**config.mk**
```make
export PLATFORM = sky130hd
export DESIGN_NAME = sync_frame_parser_core_flat
export DESIGN_NICKNAME = d
export VERILOG_FILES = /design/src/hdl/sfp_pkg.sv /design/src/hdl/sfp_in_if.sv /design/src/hdl/sfp_out_if.sv /design/src/hdl/sync_frame_parser_core.sv /design/src/hdl/sfp_frame_fsm.sv /design/src/flat_wrapper.sv
export SDC_FILE = /design/constraint.sdc
export NUM_CORES = 1
export LEC_CHECK = 0
export BUFFER_PORTS_ARGS = -buffer_cell sky130_fd_sc_hd__buf_2
export CAP_MARGIN = 20
export CORE_MARGIN = 4
export CORE_UTILIZATION = 40
export CTS_CLUSTER_DIAMETER = 30
export DETAILED_ROUTE_END_ITERATION = 10
export GPL_ROUTABILITY_DRIVEN = 0
export GPL_TIMING_DRIVEN = 0
export PLACE_DENSITY = 0.61
export SLEW_MARGIN = 20
export SYNTH_ARGS = -nofsm -noshare
export SYNTH_HDL_FRONTEND = slang
export SYNTH_SLANG_ARGS = --single-unit
```
**constraint.sdc**
```tcl
create_clock -name clk -period 4.6 [get_ports clk]
set_clock_uncertainty 0.05 [all_clocks]
set_input_delay 0.46 -clock clk [delete_from_list [all_inputs] [get_ports clk]]
set_output_delay 0.46 -clock clk [all_outputs]
set_load 0.01 [all_outputs]
```
**src/hdl/sfp_pkg.sv**
```systemverilog
package sfp_pkg;

  localparam logic [7:0] SYNC_FIRST  = 8'h8A;
  localparam logic [7:0] SYNC_SECOND = 8'hA8;
  localparam logic [7:0] SUM_SEED    = 8'h5A;

  localparam logic [7:0] CMD_A = 8'h12;
  localparam logic [7:0] CMD_B = 8'h81;
  localparam logic [7:0] CMD_C = 8'h84;
  localparam logic [7:0] CMD_D = 8'h85;
  localparam logic [7:0] CMD_E = 8'h86;

  localparam logic [7:0] LEN_A = 8'd1;
  localparam logic [7:0] LEN_B = 8'd5;
  localparam logic [7:0] LEN_C = 8'd2;
  localparam logic [7:0] LEN_E = 8'd17;

  localparam logic [2:0] ST_BUSY    = 3'd0;
  localparam logic [2:0] ST_OK      = 3'd1;
  localparam logic [2:0] ST_SYNC    = 3'd2;
  localparam logic [2:0] ST_SUM     = 3'd3;
  localparam logic [2:0] ST_LENGTH  = 3'd4;
  localparam logic [2:0] ST_UNKNOWN = 3'd5;

  typedef struct packed {
    logic       payload_valid;
    logic [7:0] payload_byte;
    logic [7:0] payload_index;
    logic [7:0] frame_command;
    logic [7:0] frame_length;
    logic       frame_end;
    logic [2:0] frame_status;
  } result_t;

  typedef struct packed {
    logic       known;
    logic [7:0] length;
  } cmd_info_t;

  // Fixed payload length for each supported command.
  function automatic cmd_info_t cmd_info(input logic [7:0] cmd);
    cmd_info_t info;
    info = '0;
    case (cmd)
      CMD_A: info = '{known: 1'b1, length: LEN_A};
      CMD_B: info = '{known: 1'b1, length: LEN_B};
      CMD_C, CMD_D: info = '{known: 1'b1, length: LEN_C};
      CMD_E: info = '{known: 1'b1, length: LEN_E};
      default: info = '0;
    endcase
    return info;
  endfunction

endpackage

```
**src/hdl/sfp_in_if.sv**
```systemverilog
interface sfp_in_if;
  logic       valid;
  logic       ready;
  logic [7:0] rx_byte;

  modport source (output valid, output rx_byte, input ready);
  modport sink (input valid, input rx_byte, output ready);
endinterface

```
**src/hdl/sfp_out_if.sv**
```systemverilog
interface sfp_out_if;
  logic       valid;
  logic       ready;
  logic       payload_valid;
  logic [7:0] payload_byte;
  logic [7:0] payload_index;
  logic [7:0] frame_command;
  logic [7:0] frame_length;
  logic       frame_end;
  logic [2:0] frame_status;

  modport source (
    output valid, output payload_valid, output payload_byte, output payload_index,
    output frame_command, output frame_length, output frame_end, output frame_status,
    input ready
  );
  modport sink (
    input valid, input payload_valid, input payload_byte, input payload_index,
    input frame_command, input frame_length, input frame_end, input frame_status,
    output ready
  );
endinterface

```
**src/hdl/sync_frame_parser_core.sv**
```systemverilog
// Receive frame parser. Bytes from the serial receiver enter on rx_in, one
// item per byte, and every byte yields exactly one result item on res_out.
// The parser hunts for the sync pair 0x8A 0xA8, then takes a command byte
// and a length byte, reports each payload byte with its index, and checks
// the trailing checksum (0x5A plus the payload bytes, mod 256). The item
// that closes a frame attempt carries frame_end and the final status.
// An accepted byte is first held in the input register; when it moves on,
// the frame state is updated and its result is loaded into the output
// register. Throughput is one byte per cycle while res_out is ready; the
// only loop is the update of the frame state.
// When res_out stalls, the held result stays put and one more byte is still
// taken into the input register; rx_in.ready drops only once both are full.
// A synchronous reset empties both registers and returns the parser to
// hunting for the first sync byte with the checksum reseeded.
module sync_frame_parser_core (
  input  logic      clk,
  input  logic      rst,
  sfp_in_if.sink    rx_in,
  sfp_out_if.source res_out
);

  // Input register.
  logic       in_valid;
  logic [7:0] in_byte;

  // Output register.
  logic             out_valid;
  sfp_pkg::result_t out_res;

  sfp_pkg::result_t step_res;
  logic             advance;

  // The input item moves on when the output register is empty or being read.
  assign advance     = in_valid && (!out_valid || res_out.ready);
  assign rx_in.ready = !in_valid || advance;

  sfp_frame_fsm u_fsm (
    .clk     (clk),
    .rst     (rst),
    .advance (advance),
    .rx_byte (in_byte),
    .result  (step_res)
  );

  always_ff @(posedge clk) begin
    if (rst) begin
      in_valid <= 1'b0;
    end else if (rx_in.ready) begin
      in_valid <= rx_in.valid;
    end
  end

  always_ff @(posedge clk) begin
    if (rx_in.ready && rx_in.valid) begin
      in_byte <= rx_in.rx_byte;
    end
  end

  always_ff @(posedge clk) begin
    if (rst) begin
      out_valid <= 1'b0;
    end else if (advance) begin
      out_valid <= 1'b1;
    end else if (res_out.ready) begin
      out_valid <= 1'b0;
    end
  end

  always_ff @(posedge clk) begin
    if (advance) begin
      out_res <= step_res;
    end
  end

  assign res_out.valid         = out_valid;
  assign res_out.payload_valid = out_res.payload_valid;
  assign res_out.payload_byte  = out_res.payload_byte;
  assign res_out.payload_index = out_res.payload_index;
  assign res_out.frame_command = out_res.frame_command;
  assign res_out.frame_length  = out_res.frame_length;
  assign res_out.frame_end     = out_res.frame_end;
  assign res_out.frame_status  = out_res.frame_status;

`ifndef SYNTH
  // A status other than busy appears exactly on the item that ends an attempt.
  a_status_end: assert property (@(posedge clk) disable iff (rst)
    out_valid |-> ((out_res.frame_status != sfp_pkg::ST_BUSY) == out_res.frame_end))
    else $error("frame_status and frame_end disagree");

  // A payload byte never ends a frame attempt.
  a_payload_not_end: assert property (@(posedge clk) disable iff (rst)
    out_valid |-> !(out_res.payload_valid && out_res.frame_end))
    else $error("payload byte marked as frame end");

  // A byte held in the input register is not lost or changed while it waits.
  a_in_hold: assert property (@(posedge clk) disable iff (rst)
    (in_valid && !advance) |=> (in_valid && $stable(in_byte)))
    else $error("input register changed while stalled");

  // A stalled result keeps its contents until it is taken.
  a_out_hold: assert property (@(posedge clk) disable iff (rst)
    (out_valid && !res_out.ready) |=> (out_valid && $stable(out_res)))
    else $error("output register changed while stalled");
`endif

endmodule

```
**src/hdl/sfp_frame_fsm.sv**
```systemverilog
module sfp_frame_fsm (
  input  logic              clk,
  input  logic              rst,
  input  logic              advance,
  input  logic [7:0]        rx_byte,
  output sfp_pkg::result_t  result
);

  typedef enum logic [2:0] {
    PH_HUNT1 = 3'd0,
    PH_HUNT2 = 3'd1,
    PH_CMD   = 3'd2,
    PH_LEN   = 3'd3,
    PH_DATA  = 3'd4,
    PH_CHECK = 3'd5
  } phase_t;

  phase_t     phase, phase_next;
  logic [7:0] command_hold, command_hold_next;
  logic [7:0] length_hold, length_hold_next;
  logic [7:0] byte_count, byte_count_next;
  logic [7:0] running_sum, running_sum_next;
  logic [7:0] count_inc;
  sfp_pkg::cmd_info_t info;

  assign count_inc = byte_count + 8'd1;
  assign info      = sfp_pkg::cmd_info(command_hold);

  always_comb begin
    phase_next        = phase;
    command_hold_next = command_hold;
    length_hold_next  = length_hold;
    byte_count_next   = byte_count;
    running_sum_next  = running_sum;
    result            = '0;

    unique case (phase)
      PH_HUNT2: begin
        if (rx_byte == sfp_pkg::SYNC_SECOND) begin
          phase_next = PH_CMD;
        end else begin
          result.frame_end    = 1'b1;
          result.frame_status = sfp_pkg::ST_SYNC;
        end
      end
      PH_CMD: begin
        command_hold_next = rx_byte;
        phase_next        = PH_LEN;
      end
      PH_LEN: begin
        length_hold_next = rx_byte;
        byte_count_next  = 8'd0;
        phase_next       = (rx_byte == 8'd0) ? PH_CHECK : PH_DATA;
      end
      PH_DATA: begin
        result.payload_valid = 1'b1;
        result.payload_byte  = rx_byte;
        result.payload_index = byte_count;
        running_sum_next     = running_sum + rx_byte;
        byte_count_next      = count_inc;
        if (count_inc == length_hold) begin
          phase_next = PH_CHECK;
        end
      end
      PH_CHECK: begin
        result.frame_end = 1'b1;
        // A checksum mismatch wins over any command check.
        if (rx_byte != running_sum) begin
          result.frame_status = sfp_pkg::ST_SUM;
        end else if (!info.known) begin
          result.frame_status = sfp_pkg::ST_UNKNOWN;
        end else if (length_hold != info.length) begin
          result.frame_status = sfp_pkg::ST_LENGTH;
        end else begin
          result.frame_status = sfp_pkg::ST_OK;
        end
      end
      default: begin
        phase_next = (rx_byte == sfp_pkg::SYNC_FIRST) ? PH_HUNT2 : PH_HUNT1;
      end
    endcase

    result.frame_command = command_hold_next;
    result.frame_length  = length_hold_next;

    if (result.frame_end) begin
      phase_next        = PH_HUNT1;
      command_hold_next = 8'd0;
      length_hold_next  = 8'd0;
      byte_count_next   = 8'd0;
      running_sum_next  = sfp_pkg::SUM_SEED;
    end
  end

  always_ff @(posedge clk) begin
    if (rst) begin
      phase        <= PH_HUNT1;
      command_hold <= 8'd0;
      length_hold  <= 8'd0;
      byte_count   <= 8'd0;
      running_sum  <= sfp_pkg::SUM_SEED;
    end else if (advance) begin
      phase        <= phase_next;
      command_hold <= command_hold_next;
      length_hold  <= length_hold_next;
      byte_count   <= byte_count_next;
      running_sum  <= running_sum_next;
    end
  end

endmodule

```
**src/flat_wrapper.sv**
```systemverilog
// flat-port wrapper written by rule: the top's interface ports become plain ports
module sync_frame_parser_core_flat 
  (clk, rst, rx_in_valid, rx_in_rx_byte, rx_in_ready, res_out_valid, res_out_payload_valid, res_out_payload_byte, res_out_payload_index, res_out_frame_command, res_out_frame_length, res_out_frame_end, res_out_frame_status, res_out_ready);
  sfp_in_if rx_in_i ();
  sfp_out_if res_out_i ();
  input  logic clk;
  input  logic rst;
  input wire logic [$bits(rx_in_i.valid)-1:0] rx_in_valid;
  input wire logic [$bits(rx_in_i.rx_byte)-1:0] rx_in_rx_byte;
  output wire logic [$bits(rx_in_i.ready)-1:0] rx_in_ready;
  output wire logic [$bits(res_out_i.valid)-1:0] res_out_valid;
  output wire logic [$bits(res_out_i.payload_valid)-1:0] res_out_payload_valid;
  output wire logic [$bits(res_out_i.payload_byte)-1:0] res_out_payload_byte;
  output wire logic [$bits(res_out_i.payload_index)-1:0] res_out_payload_index;
  output wire logic [$bits(res_out_i.frame_command)-1:0] res_out_frame_command;
  output wire logic [$bits(res_out_i.frame_length)-1:0] res_out_frame_length;
  output wire logic [$bits(res_out_i.frame_end)-1:0] res_out_frame_end;
  output wire logic [$bits(res_out_i.frame_status)-1:0] res_out_frame_status;
  input wire logic [$bits(res_out_i.ready)-1:0] res_out_ready;
  assign rx_in_i.valid = rx_in_valid;
  assign rx_in_i.rx_byte = rx_in_rx_byte;
  assign rx_in_ready = rx_in_i.ready;
  assign res_out_valid = res_out_i.valid;
  assign res_out_payload_valid = res_out_i.payload_valid;
  assign res_out_payload_byte = res_out_i.payload_byte;
  assign res_out_payload_index = res_out_i.payload_index;
  assign res_out_frame_command = res_out_i.frame_command;
  assign res_out_frame_length = res_out_i.frame_length;
  assign res_out_frame_end = res_out_i.frame_end;
  assign res_out_frame_status = res_out_i.frame_status;
  assign res_out_i.ready = res_out_ready;
  sync_frame_parser_core u_core (.clk(clk), .rst(rst), .rx_in(rx_in_i), .res_out(res_out_i));
endmodule
```
# --- After elaboration in Yosys (flattened, before gate mapping) ---
# Cells that the tools add are included.
word_totals:
  output_inout_bits: 39
  regBits: 82
  elab_cells: 72
  input_bits: 12
classes:
  muxes: 23
  eq_ne: 18
  add_sub_neg: 2
  reduce_logical: 14
op_table:
  columns: ["op", "count"]
  rows:
  - ["2-to-1 mux 8 bit", 7]
  - ["equality test 8 bit (second input constant)", 6]
  - ["one-hot mux 9 bit (4 select lines)", 1]
  - ["2-to-1 mux 3 bit", 6]
  - ["2-to-1 mux 17 bit", 1]
  - ["!= test 8 bit", 2]
  - ["one-hot mux 8 bit (2 select lines)", 1]
  - ["one-hot mux 3 bit (5 select lines)", 1]
  - ["adder 8 x 1 -> 8 bit (second input constant)", 1]
  - ["adder 8 bit", 1]
  - ["equality test 8 x 5 -> 1 bit (second input constant)", 1]
  - ["equality test 8 bit", 1]
  - ["logical NOT 8 bit", 1]
  - ["one-hot mux 4 bit (2 select lines)", 1]
  - ["equality test 3 x 2 -> 1 bit (second input constant)", 2]
  - ["equality test 3 bit (second input constant)", 2]
  - ["!= test 3 x 2 -> 1 bit (second input constant)", 2]
  - ["2-to-1 mux 1 bit", 4]
  - ["2-to-1 mux 4 bit", 1]
  - ["AND reduction 2 bit", 2]
  - ["AND reduction 4 bit", 1]
  - ["nonzero test 2 bit", 2]
  - ["equality test 3 x 1 -> 1 bit (second input constant)", 1]
  - ["nonzero test 3 bit", 1]
  - ["other kinds (5)", 8]

# --- Logic depth before layout (Yosys ltp) ---
logic_depth:
  ltp_word: 10
  ltp_mapped: 8
  ltp_nobuf: 8

# --- By module ---
# Synthesis repeated with hierarchy kept, for this count alone.
unflattened:
  hier_cells: 389
  hier_area_um2: 4081.4
by_module_without_submodules:
  columns: ["module", "seq_area_each_um2", "instances", "cells_each", "area_each_um2"]
  rows:
  - ["sfp_frame_fsm", 700.7, 1, 334, 2626.3]
  - ["sync_frame_parser_core", 1391.3, 1, 55, 1455.1]

# --- Worst setup path before layout ---
# OpenSTA, ideal clock, no wires.
synth_timing:
  path_kind: "input-to-reg"
  start: "in res_out_ready"
  end: "reg u_core.out_res (netlist bit u_core.res_out.frame_command[0]) (enable)"
  path_slack_ns: 1.836
  n_path_buf: 2
  cell_stages: 5
  setup_time_ns: 0.415
  t_required_ns: 4.135
  arrival_time_ns: 2.299
  path_cell_list: "nand2b_1 > nand2_1 > inv_1 > clkbuf_1 > clkbuf_1"
synth_via:
  elab_chain_cells: 2
synth_rtl:
  columns: ["element", "line", "text"]
  rows:
  - ["start: declaration", "flat_wrapper.sv:19", "input wire logic [$bits(res_out_i.ready)-1:0] res_out_ready;"]
  - ["logical OR 1 bit", "sync_frame_parser_core.sv:34", "assign advance = in_valid && (!out_valid || res_out.ready);"]
  - ["logical AND 1 bit", "sync_frame_parser_core.sv:34", null]
  - ["net u_core.advance", "sync_frame_parser_core.sv:31", "logic advance;"]
  - ["end signal: assignment", "sync_frame_parser_core.sv:71", "out_res <= step_res;"]
  - ["end: declaration", "sync_frame_parser_core.sv:28", "sfp_pkg::result_t out_res;"]
# The timed path passes the listed nets, and every way through them passes these cells.
# A chain may end at the register's enable or synchronous reset.

# --- Final worst setup path ---
layout_timing:
  start: "reg u_core.in_valid"
  end: "reg u_core.out_res (netlist bit u_core.res_out.payload_byte[5]) (enable)"
layout_via:
  elab_chain_cells: 1
layout_rtl:
  columns: ["element", "line", "text"]
  rows:
  - ["start: declaration", "sync_frame_parser_core.sv:23", "logic in_valid;"]
  - ["start signal: assignment", "sync_frame_parser_core.sv:49", "in_valid <= rx_in.valid;"]
  - ["logical AND 1 bit", "sync_frame_parser_core.sv:34", null]
  - ["net u_core.advance", "sync_frame_parser_core.sv:31", null]
# The timed path passes the listed nets, and every way through them passes these cells.

==> results.toml <==
[run_status]
status = "completed"

[grt]
grt_max_degree = 30
overflow = 0
grt_pass1_wl_mm = 14.4
first_global_vias = 2804
grtUsageTotal_pct = 16.1
antenna_found_initial = 0

[finish]
multi_input_area_um2 = 1800
nFillCells = 928
fin_nets = 457
areaGrowthSynthToFinish_pct = 14.9
diodes = 0
regArea_um2 = 2090
fin_util_pct = 47.1
drive_above_1_share_pct = 23.0

[timing]
rsz0062_at_grt = "false"
setup_ws_ns = 2.20
tightest_slew_ns = 0.749
maxSlewViolCount = 0
setup_violations = 0
hold_viol = 0
relSlewSlack_pct = 50.1
tns_ns = 0
finalCritPeriodShare_pct = 52.3
fmax_mhz = 416
fin_crit_ns = 2.40

[synthesis]
synth-edff-count = 45
yosys-mux-area-fraction_pct = 5.40
synth_fp_nets = 395
yosysWarnings = 0
synth.avg_cell_area_um2 = 10.7
synth_cell_types = 66
syn_inst = 374
synth_top_family_by_area = "simple AND/OR/NAND/NOR gates"
yosys.area.top_type_share_pct = 33.7
synth_compound_area_share_pct = 13.6
synthSimpleGateAreaFrac_pct = 20.0
synthMostInstantiatedCell = "nand2_1"
yosysTopAreaCell = "edfxtp_1"
synth.area.top_cells = "edfxtp_1, dfxtp_1, nand2_1, mux2_2, a21oi_1"
synth_top_flop_cell = "edfxtp_1"
syn_area_um2 = 4010
synth.cells.most_frequent = "nand2_1, edfxtp_1, dfxtp_1"
yosys.area_share.xor_xnor_pct = 2.84
synthAdderAreaFrac_pct = 3.00
synthArstFlopShare_pct = 0
seq_area_frac_synth_pct = 52.2
synth-seq-cells = 82

[clocking]
clock_latency_ns = 0.35
cts_max_level = 3
ctsHoldBuffers = 0
cts_resized = 0
cts_tree = "yes"
clock_path_buffers = 2
post_cts_buffers = 0
path_clk_slew_ns = 0.08
cts.sinks = 82
cts_root_buf = "clkbuf_8"
numCtsBuffers = 9

[power_and_ir_drop]
leakage_nw = 1.70
peakVddDrop_mv = 0.165
power_mw = 1.34
powerDensity_nw_per_um2 = 291

[min_path]
min_from = "rx_in_rx_byte[7]"
hold_end = "u_core.in_byte[7]"
hp-class = "primary input to flip-flop"
whs_path_depth = 1

[detailed_routing]
drc_errors = 0
vias = 3000
dr.first_iter.drc_count = 159
drt_first_pass_iters = 4
wirelength_mm = 8.96
vias_per_cell = 5.24
post_drt_wl_per_cell_um = 15.6
postRouteAntennaNets = 0

[die]
ios = 51
die_w_um = 108
fp.dieH_um = 108
dieArea_um2 = 11700
start_util_pct = 41.0
rows = 36
core_um2 = 9770

[setup_path]
critPathRequiredTime_ns = 4.61
path_cells = "nand2_1 > inv_1 > clkbuf_1 > clkbuf_2 > buf_16"
end_kind = "flip-flop"
regToRegSetupSlack_ns = 2.20
worstSetupPathType = "flip-flop to flip-flop"
path_delay_family = "buffers and inverters"
worst-path-buf-inv = 4
slowest_stage = "clkbuf_2"
crit_path_start_kind = "flip-flop"
crit_fanout = 29
cp.arrival_ns = 2.42
reg2reg_from = "u_core.in_valid"
cp.depth = 5
max_stage_delay_ns = 0.68
r2r.worst_path.cells = 5
worstReg2RegEnd = "u_core.res_out.payload_byte[5]"

[placement]
pre_cts_slack_ns = 1.96
io_buffers = 50
place_hpwl_mm = 6.26

[job]
maxCapViolCount = 0
logic make-up after synthesis:
logic type / after synthesis
AOI/OAI and AO/OA: 77
buffers and inverters: 27
adders and majority gates: 9
and+or+nand+nor: 147
muxes: 19
DFF: 82
xor gates and xnor gates: 13
worst register-to-register path, delay by kind of cell, from the launching register on:
kind	cells	cell delay [ns]
DFF	1	0.47
and+or+nand+nor	1	0.13
buffers and inverters	4	1.47
sequential cells by signal (all words and copies together), names as in the netlist:
register,count
u_core.in_byte,8
u_core.in_valid,1
u_core.res_out.frame_command,8
u_core.res_out.frame_end,1
u_core.res_out.frame_length,8
u_core.res_out.frame_status,3
u_core.res_out.payload_byte,8
u_core.res_out.payload_index,8
u_core.res_out.payload_valid,1
u_core.res_out.valid,1
u_core.u_fsm.byte_count,8
u_core.u_fsm.command_hold,8
u_core.u_fsm.length_hold,8
u_core.u_fsm.phase,3
u_core.u_fsm.running_sum,8
how the worst max path moves through the flow:
stage                                from                               to
final                     u_core.in_valid   u_core.res_out.payload_byte[5]
after floorplan             res_out_ready  u_core.res_out.frame_command[0]
after global routing      u_core.in_valid         u_core.res_out.frame_end
after CTS                 u_core.in_valid   u_core.res_out.payload_byte[5]
after global placement      res_out_ready         u_core.res_out.frame_end
after detailed placement    res_out_ready         u_core.res_out.frame_end
through the flow:
stage / instances / instance area (um^2) / hold WS [ns]
finish: 573 / 4600 / 0.230
CTS: 573 / 4600 / 0.218
floorplan: 374 / 4010 / 0.401
detailed placement: 558 / 4450 / 0.424
global placement: 557 / 4420 / 0.415
global route: 573 / 4600 / 0.215
report_power, final:
group | internal [mW] | switching, mW | total, mW
Combinational | 0.0362 | 0.0573 | 0.0935
Clock | 0.192 | 0.249 | 0.441
Sequential | 0.789 | 0.0150 | 0.804
Total | 1.02 | 0.322 | 1.34
metal layers:
metal	part of all wire (%)	GRT usage, %	vias to the layer above	wire [um]
met3	6.0	3.22	15	535
met5	0	0	-	0
li1	-	-	1505	-
met1	47	21.6	1406	4220
met2	45	25.7	74	4050
met4	1.7	6.13	0	150
cells in the final DEF (no fill, tap or decap), types with 4 or more instances in the layout:
cell / n
o21ai_0: 6
a311oi_1: 7
and2_1: 19
nand2b_1: 8
ha_1: 8
inv_1: 7
dfxtp_1: 37
xor2_1: 4
mux2_2: 17
a21oi_1: 30
clkbuf_8: 9
edfxtp_1: 45
or3_1: 5
buf_2: 58
nor2_1: 17
nand3_1: 11
nor2b_1: 4
xnor2_1: 9
nand2_1: 52
clkbuf_1: 12
layout make-up:
class	count	area share (%)
sequential	82	45.4
multi-input combinational	265	39.0
timing repair buffer	51	6.03
tap	133	3.62
clock buffer	12	2.94
buffer	20	1.98
inverter	7	0.571
clock inverter	3	0.381
Note: power is estimated with default switching activity, not from simulation.
